## src/hw/rtl/rc_cap_pkg.sv

```systemverilog
// ----------------------------------------------------------------------------
// rc_cap_pkg
// Shared types and constants for the two-channel rc pulse capture block.
// ----------------------------------------------------------------------------
package rc_cap_pkg;

  localparam int unsigned TS_W      = 32;
  localparam int unsigned WIDTH_W   = 16;
  localparam int unsigned CFG_W     = 16;
  localparam int unsigned CFG_IDX_W = 2;
  // timeout in us: 65535 ms * 1000 still fits
  localparam int unsigned TMO_US_W  = 26;

  localparam logic [9:0] US_PER_MS = 10'd1000;

  // configuration register indexes
  localparam logic [CFG_IDX_W-1:0] CFG_PULSE_MIN = 2'd0;
  localparam logic [CFG_IDX_W-1:0] CFG_PULSE_MAX = 2'd1;
  localparam logic [CFG_IDX_W-1:0] CFG_TIMEOUT   = 2'd2;

  localparam logic [CFG_W-1:0]    PULSE_MIN_RST  = 16'd1000;
  localparam logic [CFG_W-1:0]    PULSE_MAX_RST  = 16'd2000;
  localparam logic [TMO_US_W-1:0] TIMEOUT_US_RST = 26'd250000;

  // edge channel codes
  localparam logic CH_THROTTLE = 1'b0;
  localparam logic CH_STEERING = 1'b1;

  localparam int unsigned IN_TDATA_W  = 40;
  localparam int unsigned IN_TUSER_W  = 2;
  localparam int unsigned OUT_TDATA_W = 40;

  typedef struct packed {
    logic [CFG_W-1:0]    pulse_min;
    logic [CFG_W-1:0]    pulse_max;
    logic [TMO_US_W-1:0] timeout_us;
  } cap_cfg_t;

  typedef struct packed {
    logic            adv;    // word moves from input to result register
    logic            edge_hit;
    logic            level;
    logic [TS_W-1:0] now_us;
  } chan_evt_t;

endpackage

```

## src/hw/rtl/rc_cap_chan.sv

```systemverilog
// ----------------------------------------------------------------------------
// rc_cap_chan
// One capture channel: rise latch, accepted width and fall time, freshness.
// ----------------------------------------------------------------------------
module rc_cap_chan (
  input  logic                          clk,
  input  logic                          rst_n,
  input  rc_cap_pkg::cap_cfg_t          cfg,
  input  rc_cap_pkg::chan_evt_t         evt,
  output logic [rc_cap_pkg::WIDTH_W-1:0] width_nxt,
  output logic                          fresh_nxt
);
  import rc_cap_pkg::*;

  logic [TS_W-1:0]    rise_r,  rise_nxt;
  logic [TS_W-1:0]    fall_r,  fall_nxt;
  logic [WIDTH_W-1:0] width_r;
  logic [TS_W-1:0]    meas;
  logic [TS_W-1:0]    elapsed;
  logic               in_range;
  logic               take;
  logic               old_fresh;

  assign meas     = evt.now_us - rise_r;
  assign in_range = (meas >= {{(TS_W-CFG_W){1'b0}}, cfg.pulse_min}) &&
                    (meas <= {{(TS_W-CFG_W){1'b0}}, cfg.pulse_max});
  assign take     = evt.edge_hit && !evt.level && (rise_r != '0) && in_range;

  // freshness against the old fall time; a new pulse has zero elapsed
  assign elapsed   = evt.now_us - fall_r;
  assign old_fresh = (fall_r != '0) &&
                     (elapsed < {{(TS_W-TMO_US_W){1'b0}}, cfg.timeout_us});

  always_comb begin
    rise_nxt  = rise_r;
    fall_nxt  = fall_r;
    width_nxt = width_r;
    fresh_nxt = old_fresh;
    if (evt.edge_hit) begin
      if (evt.level) begin
        rise_nxt = evt.now_us;
      end else if (rise_r != '0) begin
        rise_nxt = '0;
      end
    end
    if (take) begin
      fall_nxt  = evt.now_us;
      width_nxt = meas[WIDTH_W-1:0];
      fresh_nxt = (evt.now_us != '0) && (cfg.timeout_us != '0);
    end
  end

  always_ff @(posedge clk) begin
    if (!rst_n) begin
      rise_r  <= '0;
      fall_r  <= '0;
      width_r <= '0;
    end else if (evt.adv) begin
      rise_r  <= rise_nxt;
      fall_r  <= fall_nxt;
      width_r <= width_nxt;
    end
  end

endmodule

```

## src/hw/rtl/rc_cap_cfg.sv

```systemverilog
// ----------------------------------------------------------------------------
// rc_cap_cfg
// Configuration registers; the timeout is kept in microseconds.
// ----------------------------------------------------------------------------
module rc_cap_cfg (
  input  logic                            clk,
  input  logic                            rst_n,
  input  logic                            cfg_we,
  input  logic [rc_cap_pkg::CFG_IDX_W-1:0] cfg_addr,
  input  logic [rc_cap_pkg::CFG_W-1:0]     cfg_wdata,
  output rc_cap_pkg::cap_cfg_t            cfg
);
  import rc_cap_pkg::*;

  cap_cfg_t            cfg_r;
  logic [TMO_US_W-1:0] tmo_us;

  assign tmo_us = {{(TMO_US_W-CFG_W){1'b0}}, cfg_wdata} *
                  {{(TMO_US_W-10){1'b0}}, US_PER_MS};

  always_ff @(posedge clk) begin
    if (!rst_n) begin
      cfg_r.pulse_min  <= PULSE_MIN_RST;
      cfg_r.pulse_max  <= PULSE_MAX_RST;
      cfg_r.timeout_us <= TIMEOUT_US_RST;
    end else if (cfg_we) begin
      unique case (cfg_addr)
        CFG_PULSE_MIN: cfg_r.pulse_min  <= cfg_wdata;
        CFG_PULSE_MAX: cfg_r.pulse_max  <= cfg_wdata;
        CFG_TIMEOUT:   cfg_r.timeout_us <= tmo_us;
        default: ;
      endcase
    end
  end

  assign cfg = cfg_r;

endmodule

```

## src/hw/rtl/rc_pwm_pulse_capture_unit.sv

```systemverilog
// ----------------------------------------------------------------------------
// rc_pwm_pulse_capture_unit
// Two-channel rc servo pulse capture (throttle, steering) with freshness.
// ----------------------------------------------------------------------------
// Usage:
//   in_*  : one word per timer sample or pin edge. tuser = {channel, kind},
//           tdata = {pad, now_us, level}. kind 0 is a plain time sample.
//   out_* : exactly one word per input word, in order, reporting both stored
//           widths, a fresh flag per channel and the link flag.
//   cfg_* : single-cycle register writes (min width, max width, timeout in
//           ms); write only while no word is in flight.
// Timing: an accepted word enters the input register; its result is loaded
//   into the output register when that is free (empty or being taken), and
//   out_tvalid then stays high until the output word is taken.
// Throughput: one word per clock while out_tready is high; the channel state
//   is updated in the same cycle the word moves into the output register, so
//   back-to-back edges on one channel see each other.
// Reset: clears both channels (no rise, never seen, width zero), loads the
//   default limits and empties both registers.
// Stall: with out_tready low the output word holds; one more word waits in
//   the input register, then in_tready drops until the output is taken.
// ----------------------------------------------------------------------------
module rc_pwm_pulse_capture_unit (
  input  logic                              clk,
  input  logic                              rst_n,
  input  logic                              in_tvalid,
  output logic                              in_tready,
  // [0] level, [32:1] now_us, [39:33] zero
  input  logic [rc_cap_pkg::IN_TDATA_W-1:0]  in_tdata,
  // [0] kind, [1] channel
  input  logic [rc_cap_pkg::IN_TUSER_W-1:0]  in_tuser,
  output logic                              out_tvalid,
  input  logic                              out_tready,
  // [15:0] throttle_width, [16] throttle_fresh, [32:17] steering_width,
  // [33] steering_fresh, [34] link_active, [39:35] zero
  output logic [rc_cap_pkg::OUT_TDATA_W-1:0] out_tdata,
  input  logic                              cfg_we,
  input  logic [rc_cap_pkg::CFG_IDX_W-1:0]   cfg_addr,
  input  logic [rc_cap_pkg::CFG_W-1:0]       cfg_wdata
);
  import rc_cap_pkg::*;

  localparam int unsigned RES_W = 2 * WIDTH_W + 3;

  cap_cfg_t              cfg;
  logic                  iv_r;
  logic [IN_TDATA_W-1:0] idata_r;
  logic [IN_TUSER_W-1:0] iuser_r;
  logic                  ov_r;
  logic [OUT_TDATA_W-1:0] odata_r, odata_nxt;
  logic                  adv;
  logic                  kind, chan, level;
  logic [TS_W-1:0]       now_us;
  chan_evt_t             evt_thr, evt_str;
  logic [WIDTH_W-1:0]    thr_width, str_width;
  logic                  thr_fresh, str_fresh;

  rc_cap_cfg u_cfg (
    .clk       (clk),
    .rst_n     (rst_n),
    .cfg_we    (cfg_we),
    .cfg_addr  (cfg_addr),
    .cfg_wdata (cfg_wdata),
    .cfg       (cfg)
  );

  assign adv       = iv_r && (!ov_r || out_tready);
  assign in_tready = !iv_r || adv;

  always_ff @(posedge clk) begin
    if (!rst_n) begin
      iv_r <= 1'b0;
    end else if (in_tready) begin
      iv_r <= in_tvalid;
    end
  end

  always_ff @(posedge clk) begin
    if (in_tready && in_tvalid) begin
      idata_r <= in_tdata;
      iuser_r <= in_tuser;
    end
  end

  assign kind   = iuser_r[0];
  assign chan   = iuser_r[1];
  assign level  = idata_r[0];
  assign now_us = idata_r[TS_W:1];

  always_comb begin
    evt_thr.adv      = adv;
    evt_thr.edge_hit = kind && (chan == CH_THROTTLE);
    evt_thr.level    = level;
    evt_thr.now_us   = now_us;
    evt_str.adv      = adv;
    evt_str.edge_hit = kind && (chan == CH_STEERING);
    evt_str.level    = level;
    evt_str.now_us   = now_us;
  end

  rc_cap_chan u_thr (
    .clk       (clk),
    .rst_n     (rst_n),
    .cfg       (cfg),
    .evt       (evt_thr),
    .width_nxt (thr_width),
    .fresh_nxt (thr_fresh)
  );

  rc_cap_chan u_str (
    .clk       (clk),
    .rst_n     (rst_n),
    .cfg       (cfg),
    .evt       (evt_str),
    .width_nxt (str_width),
    .fresh_nxt (str_fresh)
  );

  assign odata_nxt = {{(OUT_TDATA_W-RES_W){1'b0}}, thr_fresh && str_fresh,
                      str_fresh, str_width, thr_fresh, thr_width};

  always_ff @(posedge clk) begin
    if (!rst_n) begin
      ov_r <= 1'b0;
    end else if (!ov_r || out_tready) begin
      ov_r <= iv_r;
    end
  end

  always_ff @(posedge clk) begin
    if (adv) begin
      odata_r <= odata_nxt;
    end
  end

  assign out_tvalid = ov_r;
  assign out_tdata  = odata_r;

endmodule

```

## config.mk

```make
export PLATFORM = sky130hd
export DESIGN_NAME = rc_pwm_pulse_capture_unit
export DESIGN_NICKNAME = d
export VERILOG_FILES = /design/src/hw/rtl/rc_cap_pkg.sv /design/src/hw/rtl/rc_cap_chan.sv /design/src/hw/rtl/rc_cap_cfg.sv /design/src/hw/rtl/rc_pwm_pulse_capture_unit.sv
export SDC_FILE = /design/constraint.sdc
export NUM_CORES = 1
export LEC_CHECK = 0
export BUFFER_PORTS_ARGS = -buffer_cell sky130_fd_sc_hd__buf_2
export CORE_ASPECT_RATIO = 1.4
export CORE_UTILIZATION = 50
export DETAILED_ROUTE_END_ITERATION = 10
export GPL_TIMING_DRIVEN = 0
export PLACE_DENSITY = 0.67
export SKIP_CTS_REPAIR_TIMING = 1
export SYNTH_ARGS = -nofsm -noshare
export SYNTH_HDL_FRONTEND = slang
export SYNTH_SLANG_ARGS = --single-unit
```

## constraint.sdc

```tcl
create_clock -name clk -period 6.48 [get_ports clk]
set_input_delay 1.296 -clock clk [delete_from_list [all_inputs] [get_ports clk]]
set_output_delay 1.296 -clock clk [all_outputs]
set_load 0.01 [all_outputs]
```

==> results of run 1 <==
-- worst min-delay path, stage by stage (launching register included) --
cell and delay [ns]:
dfxtp_1 0.31, inv_1 0.05, a211oi_1 0.05
-- sequential cells by signal (all words and copies together) (netlist names) --
| signal | cells |
|---|---|
| u_thr.fall_r | 32 |
| out_tdata | 35 |
| idata_r | 33 |
| u_cfg.cfg | 55 |
| iv_r | 1 |
| out_tvalid | 1 |
| u_thr.rise_r | 32 |
| u_thr.width_r | 16 |
| u_str.fall_r | 32 |
| u_str.rise_r | 32 |
| u_str.width_r | 16 |
| iuser_r | 2 |
-- final timing paths --
path                                  startpoint                to  slack (ns)  depth (start not counted)
worst min-delay path            u_thr.width_r[0]  u_thr.width_r[0]        0.46                          2
worst min register to register  u_thr.width_r[0]  u_thr.width_r[0]        0.46                          2
worst max register to register        idata_r[1]     out_tdata[21]        0.22                         18
worst max-delay path                  idata_r[1]     out_tdata[21]        0.22                         18
-- cell usage after synthesis, drive strengths merged, types with 5 or more instances --
cell type,count
inv,289
ha,283
nor2,265
dfxtp,217
a21oi,187
nand2,183
mux2i,100
o21ai,84
xnor2,71
edfxtp,70
a21o,68
a22oi,64
clkbuf,57
fa,56
nor4,52
nand4,42
xor2,35
o211ai,34
mux2,30
nand3,30
nor3,28
o21a,28
nor2b,27
nand2b,24
a211oi,18
buf,18
and3,16
a31oi,12
or2,12
a2111oi,11
and2,11
or3,11
o21bai,9
a21boi,8
or4,8
nand3b,7
nor3b,6
o22ai,6
a211o,5
a221oi,5
o2111ai,5
o221ai,5
-- cells in the final DEF, fill, tap and decap left out, types with 29 or more instances in the layout --
cell type / count
nor2_1: 265
a21oi_1: 187
ha_1: 283
buf_2: 101
inv_1: 287
o21ai_0: 76
dfxtp_1: 217
clkbuf_1: 56
nor4_1: 50
clkbuf_16: 31
o211ai_1: 34
xor2_1: 35
nand2_1: 183
edfxtp_1: 70
xnor2_1: 70
fa_1: 56
mux2i_1: 100
a21o_1: 68
a22oi_1: 64
nand3_1: 29
nand4_1: 42
-- power by group through the flow --
stage | sequential [W] | clock, W | combinational, W
after detailed placement | 0.00201 | 0 | 0.00205
after floorplan | 0.00198 | 0 | 0.00155
after global placement | 0.00201 | 0 | 0.00200
after CTS | 0.00197 | 0.00193 | 0.00207
final | 0.00197 | 0.00190 | 0.00208
after global routing | 0.00198 | 0.00200 | 0.00234
-- layer usage --
metal / up-vias / GRT usage / wire [µm]
met3: 142 / 0.0269 / 3280
met5: - / 0 / 0
met2: 556 / 0.524 / 32700
li1: 9302 / - / -
met4: 0 / 0.118 / 2830
met1: 9198 / 0.349 / 27200
-- cell type report --
type                            count  area share
Buffer                             75      0.0155
Clock buffer                       33      0.0328
Clock inverter                     20      0.0107
Inverter                          289      0.0443
Multi-Input combinational cell   1902       0.584
Sequential cell                   287       0.263
Tap cell                          552      0.0282
Timing Repair Buffer               98      0.0213
-- through the flow --
step                      total power [W]  area [µm²]  setup slack (ns)  hold WS (ns)
after global routing              0.00632       24500          -0.00615         0.482
after CTS                         0.00598       24400           -0.0564         0.459
after global placement            0.00402       23300            0.0694         0.443
after detailed placement          0.00407       23400           -0.0656         0.450
after floorplan                   0.00353       22200             0.827         0.431
final                             0.00595       24500             0.218         0.458
-- kinds of logic (layout without fill, tap and decap cells) --
group           after synthesis  in the layout
simple gates                732            732
compound gates              590            590
buf+inv                     364            515
fa+ha+maj                   339            339
flops                       287            287
mux                         130            130
xor+xnor                    106            106
other cells                   1              5
==> impl_metrics.yaml, run 1 <==
synth:
  yosys.area.top_type: "dfxtp_1"
  synthMuxAreaShare: 0.0604
  syn_area_mm2: 0.0222
  synthAdderAreaFrac: 0.210
  synth_edf_count: 70
  synth_top_family_by_area: "adder cells"
  synth_top_area_share: 0.196
  ys_types: 84
  synth-seq-cells: 287
  synthCells: 2549
  synth-simple-area-share: 0.156
  ys_async_sr_fraction: 0
  synth_warnings: 0
  synth_compound_area_frac: 0.174
  avgSynthCellArea_um2: 8.69
  synth_flop_cell: "dfxtp_1"
  synthTopCellsByArea: "dfxtp_1 (20%), ha_1 (16%), edfxtp_1 (9.5%), fa_1 (5.1%), inv_1 (4.9%)"
  yosysSeqAreaShare: 0.291
  synth_xor_area_frac: 0.0419
clocking:
  cts_buffer_depth: 3
  clock_latency_ns: 0.58
  htreeDepth: 1
  cts_tree: "built"
  root_buffer: "clkbuf_16"
  cts_sinks: 287
  clk_pin_slew_worst_paths_ns: 0.06
  cts_inserted_buffers: 29
cells_and_area:
  area_delta_synth_final_pct: 10.5
  n_antenna_cell: 0
  final_cell_count_no_fill: 3256
  fillers: 4019
  multi_input_area_mm2: 0.0143
  final-seq-area_mm2: 0.00645
  drive_gt1_frac: 0.0858
  final_util: 0.565
  fin_nets: 3086
setup_path:
  crit_path_max_fanout: 10
  critPathCaptureType: "flop"
  cp.required_ns: 6.80
  slowest_stage: "or4_1"
  critical_path_class: "reg2reg"
  cp.buffers_inverters: 3
  max_stage_delay_ns: 0.63
  path_cells: "inv_1, ha_1, fa_1, nand2b_1, a211o_1, and2_4, o31ai_2, xor2_1, ha_1, nand4_1, or4_1, a221o_1, nor4_1, nand4_1, or3_1, buf_2, buf_6, mux2_1"
  arrival_ns: 6.58
  worstSetupStartpointType: "flop"
  crit_family: "simple AND/OR/NAND/NOR gates"
floorplanning:
  fp.dieH_um: 251
  dieArea_mm2: 0.0452
  initial_core_util: 0.511
  die_w_um: 180
  core_mm2: 0.0434
  num_rows: 90
  ios: 107
grt:
  grt_pass1_wl_um: 102000
  grt_pass1_vias: 18789
  grt_max_degree: 38
  antenna_found_initial: 0
  grt_remaining_overflow: 0
  track_usage: 0.289
place:
  detailed_place_hpwl_um: 53200
  numPortBuffers: 94
  dpl.cell_count: 3200
  gp_congestion: 0.947
sta:
  tns_ns: 0
  drv_slew: 0
  fmax_ghz: 0.160
  final-hold-violation-count: 0
  fin_crit_sh: 0.966
  relSlewSlack: 0.208
  skew_ns: 0.0196
  fin_crit_ns: 6.26
  worstMarginPinSlew_ns: 1.19
  setup_violations: 0
power_and_ir_drop:
  power_frac_comb: 0.349
  switching_share: 0.348
  p_clk_frac: 0.319
  seqPwrFrac: 0.332
  p_per_area_mw_per_mm2: 243
  switchingPower_w: 0.00207
  internal_power_w: 0.00388
  p_leak_nw: 10.8
  max-vdd-ir-drop_mv: 0.240
routing:
  wirelength_um: 66000
  wl_per_cell_um: 20.3
  ant_nets: 0
  drt-initial-drc-count: 1411
  drt_first_pass_iters: 9
  num_vias: 19198
  drc_errors: 5
  viasPerCell: 5.90
job:
  maxCapViolCount: 0
status:
  status: "complete, but fails checks"
  violations: "DRC"
worst_hold_path:
  hp-class: "reg2reg"
Note: power is estimated with default switching activity, not from simulation.
==> run 2: changes to the inputs <==
BUFFER_PORTS_ARGS = not set   (was -buffer_cell sky130_fd_sc_hd__buf_2)
DONT_BUFFER_PORTS = 1   (was not set)
PLACE_DENSITY = not set   (was 0.67)
==> impl_metrics.yaml, run 2 (synthesized netlist as in run 1, its figures left out) <==
clocking:
  htreeDepth: 1
  root_buffer: "clkbuf_16"
  clk_pin_slew_worst_paths_ns: 0.07
  cts_tree: "built"
  clock_latency_ns: 0.58
  cts_buffer_depth: 3
  cts_inserted_buffers: 31
  cts_sinks: 287
sta:
  drv_slew: 0
  setup_slack_ns: 0.344
  setup_violations: 0
  final-hold-violation-count: 0
  fin_crit_sh: 0.947
  fin_crit_ns: 6.14
  skew_ns: 0.0161
  rsz0062_at_grt: "no"
  relSlewSlack: 0.211
  fmax_ghz: 0.163
  worstMarginPinSlew_ns: 1.18
grt:
  grt_max_degree: 38
  track_usage: 0.289
  grt_pass1_wl_um: 102000
  antenna_found_initial: 10
  grt_remaining_overflow: 0
  grt_pass1_vias: 18454
power_and_ir_drop:
  internal_power_w: 0.00395
  switchingPower_w: 0.00201
  seqPwrFrac: 0.332
  max-vdd-ir-drop_mv: 0.218
  p_per_area_mw_per_mm2: 247
  p_leak_nw: 10.4
  switching_share: 0.338
  p_clk_frac: 0.332
  power_frac_comb: 0.335
status:
  status: "complete, but fails checks"
  violations: "DRC"
cells_and_area:
  final_cell_mix: "inv_1 (287), ha_1 (283), nor2_1 (265)"
  layout_commonest_cell: "inv_1"
  final-seq-area_mm2: 0.00645
  final_util: 0.556
  area_delta_synth_final_pct: 8.89
  multi_input_area_mm2: 0.0143
  fin_nets: 2997
  largest_reg_flops: 55
  fillers: 4010
  drive_gt1_frac: 0.0546
routing:
  drc_errors: 12
  ant_nets: 0
  drt-initial-drc-count: 1154
  num_vias: 18802
  wirelength_um: 66000
  viasPerCell: 5.92
  drt_first_pass_iters: 9
  wl_per_cell_um: 20.8
floorplanning:
  dieArea_mm2: 0.0452
  initial_core_util: 0.511
  die_w_um: 180
  fp.dieH_um: 251
  core_mm2: 0.0434
  ios: 107
  num_rows: 90
setup_path:
  cp.required_ns: 6.87
  crit_path_max_fanout: 9
  rr_startpoint: "idata_r[9]"
  critical_path_class: "reg2reg"
  worstSetupStartpointType: "flop"
  critPathCaptureType: "flop"
  timing.critical_path.from: "idata_r[9]"
  arrival_ns: 6.53
place:
  place_ws_ns: -0.139
  gp_congestion: 0.960
  numPortBuffers: 0
  detailed_place_hpwl_um: 52600
worst_hold_path:
  min_from: "u_thr.width_r[1]"
  hp-class: "reg2reg"
job:
  maxCapViolCount: 0
run 2: stage by stage:
step,total power (W),instance area (µm²),TNS (ns),instances,hold slack (ns)
final,0.00596,24100,0,3174,0.457
after global routing,0.00634,24100,0,3172,0.481
after floorplan,0.00353,22200,0,2553,0.431
after global placement,0.00396,22900,-0.112,3105,0.441
after CTS,0.00598,24000,-0.239,3162,0.458
after detailed placement,0.00400,22900,-0.139,3105,0.445
run 2: worst paths after layout:
check / endpoint / slack [ns] / depth (start not counted)
min reg2reg: u_thr.width_r[1] / 0.46 / 2
min: u_thr.width_r[1] / 0.46 / 2
max: out_tdata[34] / 0.34 / 23
max reg2reg: out_tdata[34] / 0.34 / 23
run 2: power groups by stage:
stage / sequential [W] / combinational (W) / clock (W)
final: 0.00198 / 0.00200 / 0.00198
after global routing: 0.00199 / 0.00229 / 0.00207
after CTS: 0.00198 / 0.00199 / 0.00201
after detailed placement: 0.00202 / 0.00197 / 0
after global placement: 0.00202 / 0.00194 / 0
after floorplan: 0.00198 / 0.00155 / 0
run 2: metal layers:
layer / up-vias / GRT usage / wire length [µm]
li1: 9131 / - / -
met1: 9042 / 0.345 / 27500
met2: 475 / 0.517 / 32400
met3: 144 / 0.0435 / 3520
met4: 10 / 0.117 / 2550
met5: - / 0 / 57
run 2: critical path, stage by stage (launching register included):
cell and delay (ns):
edfxtp_1 0.67, ha_1 0.48, and4_1 0.27, nand3_1 0.09, nor3_1 0.29, o21ai_1 0.19, o21ai_2 0.31, o21a_1 0.18
o21a_1 0.14, o21a_1 0.16, o21a_1 0.16, nor2_1 0.06, xnor2_1 0.12, ha_1 0.29, nand4_1 0.09, nor2_1 0.06
a211oi_1 0.21, o21ai_0 0.11, o21ai_0 0.21, nand3_1 0.08, or3_1 0.35, nor4_1 0.36, or4b_2 0.72, a221oi_1 0.31
run 2: cell type report:
class                           count  area share
Clock buffer                       45      0.0394
Tap cell                          552      0.0286
Multi-Input combinational cell   1902       0.593
Sequential cell                   287       0.267
Inverter                          289      0.0450
Clock inverter                     12     0.00819
Timing Repair Buffer                7     0.00218
Antenna cell                        5    0.000519
Buffer                             75      0.0158
